<file path="config.mk">
export PLATFORM = sky130hd
export DESIGN_NAME = tsc_mag_axis
export DESIGN_NICKNAME = d
export VERILOG_FILES = /design/src/rtl/tsc_mag_pkg.sv /design/src/rtl/tsc_mag_axis.sv
export SDC_FILE = /design/constraint.sdc
export NUM_CORES = 1
export LEC_CHECK = 0
export ABC_AREA = 0
export BUFFER_PORTS_ARGS = -buffer_cell sky130_fd_sc_hd__buf_2
export CORE_UTILIZATION = 34
export DETAILED_ROUTE_END_ITERATION = 12
export PLACE_DENSITY = 0.6
export SETUP_SLACK_MARGIN = 0.2
export SLEW_MARGIN = 20
export SYNTH_ARGS = -nofsm -noshare
export SYNTH_HDL_FRONTEND = slang
export SYNTH_SLANG_ARGS = --single-unit
export TNS_END_PERCENT = 20
</file>
<file path="constraint.sdc">
create_clock -name clk -period 9.3 [get_ports clk]
set_input_delay 0.465 -clock clk [delete_from_list [all_inputs] [get_ports clk]]
set_output_delay 0.465 -clock clk [all_outputs]
set_load 0.1 [all_outputs]
</file>
<file path="src/rtl/tsc_mag_pkg.sv">
// Shared types and constants for the TSC mass assignment grid.
// No dependencies; imported by the interfaces, the axis weight unit and the core.
package tsc_mag_pkg;

  typedef enum logic [1:0] {
    KIND_DEPOSIT = 2'd0,
    KIND_READ    = 2'd1,
    KIND_CLEAR   = 2'd2
  } kind_t;

  typedef enum logic [2:0] {
    ST_CLEAR,
    ST_IDLE,
    ST_WEIGHT,
    ST_ISSUE,
    ST_DRAIN,
    ST_READ,
    ST_DONE
  } state_t;

  typedef logic [15:0] weight_t;   // Q0.16 TSC weight
  typedef logic [15:0] pos_t;      // Q0.16 box fraction
  typedef logic [15:0] mass_t;     // Q8.8 mass
  typedef logic [14:0] cell_idx_t;
  typedef logic [31:0] density_t;  // Q16.16 cell value

  // Weights for node-1, node, node+1 along one axis.
  typedef struct packed {
    weight_t lo;
    weight_t mid;
    weight_t hi;
  } axis_w_t;

  localparam logic [31:0] MID_BASE = 32'hC000_0000;  // 0.75 in Q0.32
  localparam logic [16:0] ONE_Q16  = 17'h1_0000;
  localparam logic [15:0] HALF_Q16 = 16'h8000;
  localparam int unsigned AMT_W    = 24;             // width of (w*w*w*m) >> 40
  localparam int unsigned AMT_LSB  = 40;

  function automatic weight_t pick_weight(axis_w_t w, logic [1:0] sel);
    weight_t r;
    case (sel)
      2'd0:    r = w.lo;
      2'd1:    r = w.mid;
      default: r = w.hi;
    endcase
    return r;
  endfunction

endpackage

</file>
<file path="src/rtl/tsc_mag_axis.sv">
// Per-axis TSC node and weight unit: nearest node, its neighbours and three Q0.16 weights.
// Depends on tsc_mag_pkg; outputs are registered when en is high.
module tsc_mag_axis #(
  parameter int unsigned GRID_SIZE = 32
) (
  input  logic                         clk,
  input  logic                         en,
  input  tsc_mag_pkg::pos_t            pos,
  output logic [$clog2(GRID_SIZE)-1:0] node_lo,
  output logic [$clog2(GRID_SIZE)-1:0] node_mid,
  output logic [$clog2(GRID_SIZE)-1:0] node_hi,
  output tsc_mag_pkg::axis_w_t         w
);
  import tsc_mag_pkg::*;

  localparam int unsigned L = $clog2(GRID_SIZE);

  logic [16+L:0] r;
  logic [L-1:0]  c;
  logic [15:0]   a;
  logic [16:0]   b;
  logic [15:0]   d;
  logic [31:0]   aa;
  logic [33:0]   bb;
  logic [31:0]   dd;
  logic [31:0]   mid_full;

  // Scale to grid units and round to the nearest node.
  assign r  = {1'b0, pos, {L{1'b0}}} + (17 + L)'(HALF_Q16);
  assign c  = r[16 +: L];
  assign a  = r[15:0];
  assign b  = ONE_Q16 - {1'b0, a};
  assign d  = (a >= HALF_Q16) ? (a - HALF_Q16) : (HALF_Q16 - a);
  assign aa = 32'(a) * 32'(a);
  assign bb = 34'(b) * 34'(b);
  assign dd = 32'(d) * 32'(d);
  assign mid_full = MID_BASE - dd;

  always_ff @(posedge clk) begin
    if (en) begin
      node_lo  <= c - L'(1);
      node_mid <= c;
      node_hi  <= c + L'(1);
      w.lo     <= bb[32:17];
      w.mid    <= mid_full[31:16];
      w.hi     <= {1'b0, aa[31:17]};
    end
  end

endmodule

</file>
# == Word-level counts from Yosys, hierarchy flattened ==
# Index checks and enable logic that the tools add are counted.
# W data, S select, Z words.
# op_classes
mux,1
add_sub_neg,7
n_lt_le_gt_ge,1
mul,3
# op_table
cell,count
$mul A16 B16 Y32,2
$mul A17 B17 Y33,1
$sub A32 B32 Y32 const A,1
$add A21 B16 Y21 const B,1
$sub A17 B16 Y17 const A,1
$ge A16 B16 Y1 const B,1
$mux W16,1
$sub A16 B16 Y16 const A,1
$sub A16 B16 Y16 const B,1
$add A5 B1 Y5 const B,1
$sub A5 B1 Y5 const B,1
# totals
output_inout_bits,63
wordCells,18
inputBits,18
register_bits,62

# == Longest topological paths before layout ==
# Gate-level depths: netlist of the first run.
# depth
ltp_word,5
mapped_depth,31
depth_no_buf,30

# == Least setup slack after synthesis of the first run ==
# OpenSTA, ideal clock, no wires.
# synth_timing
path_type,input port to flip-flop
start,input port pos[0]
end,register w[28] in the netlist's numbering (data pin)
slack_ps,1764
t_arrival_ps,7273
required_time_ps,9037
setup_ps,263
path_stages,27
n_path_buf,1
path_cell_list,clkinv_1 -> buf_1 -> ha_1 -> nor3b_4 -> nand4_1 -> nand2_1 -> xor2_1 -> inv_1 -> nand2b_1 -> inv_1 -> fa_1 -> inv_1 -> fa_1 -> fa_1 -> fa_1 -> fa_1 -> inv_1 -> fa_1 -> inv_1 -> ha_1 -> a21o_1 -> a211o_1 -> nor3_1 -> a21oi_2 -> a311o_1 -> a21oi_1 -> xnor2_1
# synth_via
elab_chain_len,5
# synth_rtl
item,line,text
from (decl),tsc_mag_axis.sv:8,"input tsc_mag_pkg::pos_t pos,"
$add A21 B16 Y21 *,tsc_mag_axis.sv:29,"assign r = {1'b0, pos, {L{1'b0}}} + (17 + L)'(HALF_Q16);"
$sub A16 B16 Y16 or $ge A16 B16 Y1 (tied branches),tsc_mag_axis.sv:33,assign d = (a >= HALF_Q16) ? (a - HALF_Q16) : (HALF_Q16 - a);
$mux W16 *,tsc_mag_axis.sv:33,
$mul A16 B16 Y32 *,tsc_mag_axis.sv:36,assign dd = 32'(d) * 32'(d);
$sub A32 B32 Y32 *,tsc_mag_axis.sv:37,assign mid_full = MID_BASE - dd;
named net mid_full[28],tsc_mag_axis.sv:26,logic [31:0] mid_full;
to (decl),tsc_mag_axis.sv:12,output tsc_mag_pkg::axis_w_t w
# Mark *: on every way through the listed nets, which the timed path passes. The rest lies on a longest branch.
# A chain may end at the register's enable or synchronous reset.

# == Worst setup path in the final report of the first run ==
# layout_timing
start,input port pos[1]
end,register w[30] in the netlist's numbering (data pin)
# Same word-level chain as after synthesis.

==> results.md, run 1 <==
- The sum of routed wire length over all layers is 28.3 mm.
- The tool flagged a number of max-cap violations equal to 0.
- The post-route clock period utilization is 85.3%.
- The launch point of the worst hold path is pos[15].
- The hold slack is 0.529 ns.
- The non-filler instance count after layout is 2076.
- The port buffer count is 79.
- The library cell used most frequently in the layout, excluding fill and tap cells, is sky130_fd_sc_hd__inv_1.
- During I/O placement, the number of pins put on the boundary was 81.
- The detailed router finished its first iteration with 396 violations.
- A synthesized cell averages 9.56 sq um.
- The proportion of synthesized area in mux cells is 0.152%.
- The via count is 9734.
- The core box area is 0.0402 sq mm.
- The cell count after synthesis came out at 1463.
- In this design, the stage delay of the slowest critical-path cell is 0.55 ns.
- The flow ran to the end, and the final reports show no timing, DRC or antenna violations.
- The first-pass GRT wire length is 48.3 mm.
- The die is 205 um tall.
- The H-tree generated during clock tree synthesis spans 3 levels.
- The slowest stage of the critical path is the sky130_fd_sc_hd__fa_1 cell.
- The total DRC errors in the routed layout is 0.
- In the layout the commonest cells are sky130_fd_sc_hd__inv_1 (385), sky130_fd_sc_hd__ha_1 (246), sky130_fd_sc_hd__fa_1 (220), sky130_fd_sc_hd__nor2_1 (111), sky130_fd_sc_hd__nand2_1 (84).
- The via count normalized by instance count is 4.69.
- The critical path in this run is classified as in2reg.
- The leftover overflow at the end of global routing is 0.
- Data arrives at the worst endpoint at 8.02 ns.
- The final-report setup violation count is 0.
- The share of final-layout standard cells stronger than drive strength 1 is 7.87%.
- The simple logic cell fraction of the synthesized area is 10.6%.
- For the final routed database, the setup TNS stands at 0 ns.
- The hold path depth is 3.
- The startpoint kind of the worst setup timing path is an input pin.
- The family with the most delay on the worst path is adder cells.
- The dominant cell type by count on the critical path is sky130_fd_sc_hd__fa_1.
- The clock buffer count from CTS is 9.
- The count of yosys warnings during synthesis is 0.
- Before antenna repair, the detailed router went through 5 iterations.
- The TritonCTS clock tree is done.
- The combinational family with the most area after synthesis is adder cells.
- Dividing the detail-routed wire length by the instance count gives 13.6 um.
- The pin count of the biggest net entering global routing is 62.
- In this run the horizontal extent of the chip is 205 um.
- From synthesis to final layout, the design area changed by 9.35%.
- The worst pin sits at a relative slew slack of 37.3%.
- The via count of the first global-routing pass is 10500.
- Hold repair after CTS inserted 0 buffers.
- With fillers left out, the area of the finished cells amounts to 0.0153 sq mm.
- The most common flop cell mapped by yosys is sky130_fd_sc_hd__edfxtp_1.
- The worst hold path belongs to the class in2reg.
- The type of destination of the critical path is a flip-flop.
- In this run the post-CTS setup repair buffer count came out at 0.
- In this run the clock root is driven by a sky130_fd_sc_hd__clkbuf_16.
- CTS saw 61 sinks.
- Including well taps, the total number of placed cells is 2061.
- The clock period minus final worst setup slack is 7.94 ns.
- The residual antenna-violating net count after detailed routing is 0.
- In this run the cell area measured after placement is 0.0150 sq mm.
- The xor and xnor fraction of the mapped netlist area is 5.44%.
- The instance count on the critical path is 26.
- In this run, synthesis produced a sequential element count of 61.
- Based on the critical path, the design can be clocked at up to 0.126 GHz.
- The required time at the worst-slack endpoint is 9.39 ns.
- The die area is 0.0420 sq mm.
- The count of buffering cells on the critical path with inverters included is 7.
- Setup repair after global routing left no endpoint under its margin.
- Global routing used 14.4% of the available tracks across all layers.
- The total number of placement rows is 73.
- The synthesized design contains 61 enable-type register cells.
- The total count of max-transition violations in the final report is 0.
- In the final layout, flip-flops and latches occupy 0.00183 sq mm.
- Summed over all nets, the half-perimeter wirelength after detailed placement is 24.6 mm.
- The fraction of the mapped netlist area in compound gates is 5.94%.
- At the end of the flow, the number of nets in the layout was 2031.
- The fraction of the yosys area taken by sequential cells is 13.1%.
- The filler cell count is 4069.
- The actual slew at the worst max-slew pin is 0.933 ns.
- The initial antenna violation count was 2.
- The post-synthesis cell area is 0.0140 sq mm.
- After clock tree synthesis, the clock-pin slew on the worst setup and hold paths is 0.06 ns.
- The largest fanout on the critical path is 10.
- In this run the worst setup path begins at pos[1].
- After clock tree synthesis, the repair step resized 0 gates.
- Counting along the longest clock path gives a buffer depth of 2.
- Synthesis instantiated 72 different standard cells from the library.
- The share of synthesized flip-flops with an asynchronous set or reset is 0%.
- The number of endpoints with negative hold slack in the final report is 0.
- Of the total synthesized cell area, the portion taken by full adders, half adders and majority gates is 53.5%.
- The global placement routability congestion is 0.851.
- Summing all multi-input logic gate instances after layout gives 0.0106 sq mm.
- Once the floorplan was initialized, standard cells occupied 34.8% of the core.
- The antenna diode count is 0.
-- metrics by stage --
step | setup slack (ns) | util (%)
CTS | 1.43 | 38.1
global route | 0.846 | 38.1
finish | 1.36 | 38.1
detailed placement | 1.06 | 37.4
floorplan | 1.76 | -
global placement | 1.41 | 37.4
-- cells by family after synthesis --
logic type | count (synthesis)
compound gates | 124
xor+xnor | 86
fa+ha+maj | 466
buf+inv | 415
flops | 61
mux | 2
other cells | 2
simple gates | 307
-- flip-flops by register name, indices dropped and copies added, names as in the netlist --
register and cells:
node_hi 4, node_lo 5, node_mid 5, w 47
-- cells in the mapped netlist, drive strengths merged (2+ instances only) --
master / count / area (sq um)
o211ai: 5 / 37.5
a221oi: 2 / 23.8
nor3: 18 / 101
and2: 30 / 188
clkbuf: 15 / 56.3
a22o: 2 / 17.5
nor2: 111 / 417
nand2b: 7 / 51.3
or3: 3 / 18.8
a211o: 2 / 17.5
a211oi: 4 / 30.0
a31oi: 3 / 18.8
buf: 8 / 42.5
xor2: 26 / 228
fa: 220 / 4400
o21a: 3 / 22.5
inv: 389 / 1460
a31o: 2 / 17.5
nand2: 86 / 328
nand4: 3 / 18.8
nor3b: 5 / 48.8
nand3: 10 / 50.1
and4: 2 / 17.5
a21o: 17 / 135
a21oi: 43 / 223
o311a: 2 / 20.0
ha: 246 / 3080
a311o: 3 / 30.0
nor2b: 9 / 56.3
o21bai: 4 / 30.0
nand4b: 3 / 41.3
conb: 2 / 7.51
or2: 6 / 40.0
xnor2: 60 / 533
clkinv: 3 / 11.3
o22ai: 2 / 12.5
o21ai: 20 / 108
and4b: 2 / 20.0
and3: 7 / 43.8
a2111oi: 2 / 17.5
edfxtp: 61 / 1830
-- path summary, 6_finish.rpt --
check / end / slack (ns)
max: w[30] / 1.36
min: node_mid[4] / 0.53
-- area by class of cell --
class	instances	share of cell area [%]
Inverter	392	9.63
Clock inverter	6	0.360
Tap cell	525	4.29
Sequential cell	61	12.0
Timing Repair Buffer	82	2.73
Multi-Input combinational cell	1001	69.5
Clock buffer	9	1.47
-- routing by layer --
metal  global-route usage, %  wire length [um]  share of wire, %  vias up
met1                    17.5             12200                43     4864
met4                    4.34               573               2.0        4
met2                    26.2             14600                52      139
li1                        -                 -                 -     4695
met5                       0                23             0.081        -
met3                    1.94               912               3.2       32
Power of run 1 is left out: the tool's default activity adds up to more than one toggle a clock period on the data nets, which glitch-free logic cannot reach.
==> inputs of run 2 (changes only) <==
clock period = 8.87 ns   (was 9.3 ns; I/O delays follow)
==> results.md, run 2 (synthesis results as in run 1) <==
- The largest register by flop count is w.
- Clock tree synthesis found a total of 61 sinks.
- The cell area after placement is 0.0150 sq mm.
- The leftover overflow at the end of global routing is 0.
- The initialized floorplan defines 73 standard-cell rows.
- 0 antenna diodes ended up in the layout.
- The number of endpoints with negative hold slack in the final report came to 0.
- The level count of the clock H-tree is 3.
- In this run, the number of DRC markers left after iteration 0 of detailed routing was 451.
- For the worst setup path, the data arrival time is 7.98 ns.
- The setup TNS is 0 ns.
- The total DRC errors in the routed layout is 0.
- No sink is reached through more buffers than the 2 on the longest clock path.
- For this configuration, the core starts out at a cell density of 34.8%.
- The library cell used as clock root buffer is sky130_fd_sc_hd__clkbuf_16.
- Setup repair after global routing left no endpoint under its margin.
- The initial antenna violation count came to 2.
- The worst hold path passes through 3 cells.
- The via count normalized by instance count is 4.69.
- The via count of the first global-routing pass came to 10600.
- The width of the die is 205 um.
- The first detailed-routing pass took 4 iterations.
- Measured along the y axis, the die boundary spans 205 um.
- Wires add up to 28.7 mm.
- The core box area is 0.0402 sq mm.
- The run finished with clean final reports.
- The max-cap check violation count is 0.
- The actual slew at the worst max-slew pin is 0.867 ns.
- The port buffer count is 79.
- The final HPWL from detailed placement is 24.7 mm.
- The pin count of the biggest net entering global routing is 62.
- The residual antenna-violating net count after detailed routing is 0.
- The final route contains 9746 vias.
- The required time at the worst-slack endpoint is 8.98 ns.
- After detailed routing, the average wire length per cell comes to 13.8 um.
- The share of final-layout standard cells stronger than drive strength 1 is 8.04%.
- The first global-routing pass estimated 49.8 mm of wire.
- After filler insertion, the fill cell instance count of the layout stands at 4040.
- The clock buffer count from CTS is 9.
- The worst-case setup margin in the final layout is 0.995 ns.
- The leading cell type in the layout, fill and taps excluded is sky130_fd_sc_hd__inv_1.
- TritonCTS built the clock tree.
- The floorplan step defined a die boundary enclosing 0.0420 sq mm.
- Post-CTS timing repair inserted 0 buffers for setup.
- The congestion estimate from routability-driven global placement came to 0.866.
- The flip-flop count of the largest register, all copies and words added is 47.
- The type of destination of the critical path is a flip-flop.
- The total count of max-transition violations in the final report is 0.
- In this run the most critical hold path is launched from pos[15].
- The critical path is of the in2reg type.
- Global routing used 14.8% of the available tracks.
- The relative area change from synthesis to final layout is 9.70%.
- For this run, the post-layout net count is 2034.
- Timing would allow up to 0.127 GHz.
- In this run the worst path has a maximum fanout of 10.
- The worst slack at placement is 0.714 ns.
- The post-route clock period utilization is 88.8%.
- With fillers left out, the area of the finished cells amounts to 0.0153 sq mm.
- The hold path endpoint is node_mid[4].
- Clock-pin slew was measured on the worst setup and hold paths at 0.06 ns.
- The worst min-delay path class is in2reg.
- The I/O pin total is 81.
- The startpoint kind of the worst setup timing path is an input pin.
- In the layout the commonest cells are sky130_fd_sc_hd__inv_1 (385), sky130_fd_sc_hd__ha_1 (246), sky130_fd_sc_hd__fa_1 (220), sky130_fd_sc_hd__nor2_1 (111), sky130_fd_sc_hd__nand2_1 (84).
- The worst pin sits at a relative slew slack of 42.2%.
- Counting I/O delays and the setup requirement, the final critical path takes 7.87 ns.
- In this run, post-CTS hold repair placed 0 buffers.
- Setup violations remaining at the end of the flow were counted as 0.
- The largest registers in the layout are w (47), node_lo (5), node_mid (5).
- The number of resized instances in the post-cts repair step is 0.
## run 2: worst max-delay path, stage by stage
cell and delay [ns]:
sky130_fd_sc_hd__buf_2 0.22, sky130_fd_sc_hd__clkinv_1 0.31, sky130_fd_sc_hd__ha_1 0.34, sky130_fd_sc_hd__nor3b_4 0.19, sky130_fd_sc_hd__xnor2_1 0.34, sky130_fd_sc_hd__inv_1 0.23
sky130_fd_sc_hd__nand2_1 0.15, sky130_fd_sc_hd__inv_1 0.09, sky130_fd_sc_hd__nor2_1 0.27, sky130_fd_sc_hd__inv_1 0.23, sky130_fd_sc_hd__nand2_1 0.14, sky130_fd_sc_hd__fa_1 0.45
sky130_fd_sc_hd__fa_1 0.55, sky130_fd_sc_hd__fa_1 0.46, sky130_fd_sc_hd__fa_1 0.52, sky130_fd_sc_hd__fa_1 0.54, sky130_fd_sc_hd__inv_1 0.05, sky130_fd_sc_hd__fa_1 0.52
sky130_fd_sc_hd__inv_1 0.04, sky130_fd_sc_hd__ha_1 0.37, sky130_fd_sc_hd__nand2_1 0.08, sky130_fd_sc_hd__o21ai_0 0.30, sky130_fd_sc_hd__nor2_1 0.08, sky130_fd_sc_hd__a211oi_1 0.51
sky130_fd_sc_hd__o21a_1 0.23, sky130_fd_sc_hd__o21ai_0 0.09, sky130_fd_sc_hd__a211o_1 0.22
## run 2: how the worst max path moves through the flow
stage	slack, ns	endpoint	start
floorplan	1.36	w[28]	pos[0]
global placement	1.01	w[28]	pos[1]
detailed placement	0.71	w[31]	pos[1]
CTS	1.09	w[31]	pos[1]
global route	0.36	w[31]	pos[1]
finish	1.0	w[31]	pos[1]
## run 2: per-stage QoR
stage                     hold slack (ns)  std cells  util, %
after floorplan                     0.556       1477        -
after global placement              0.857       2064     37.4
after detailed placement            0.862       2064     37.4
after CTS                           0.492       2080     38.2
after global routing                0.529       2080     38.2
final                               0.509       2080     38.2
## run 2: cell type report
cell class	count	area, sq um	area share (%)
flip-flops and latches	61	1830	11.9
clock buffers	10	229	1.49
repair buffers	85	440	2.87
clock inverters	6	77.6	0.505
well taps	525	657	4.28
multi-input cells	1001	10600	69.3
inverters	392	1470	9.60
## run 2: routing by layer
metal / routed length, um / vias to the layer above / track usage (%)
met2: 14900 / 134 / 27.0
met5: 18 / - / 0
met3: 891 / 26 / 1.94
li1: - / 4697 / -
met4: 461 / 4 / 3.84
met1: 12400 / 4885 / 18.3
Power of run 2 is left out for the same reason.
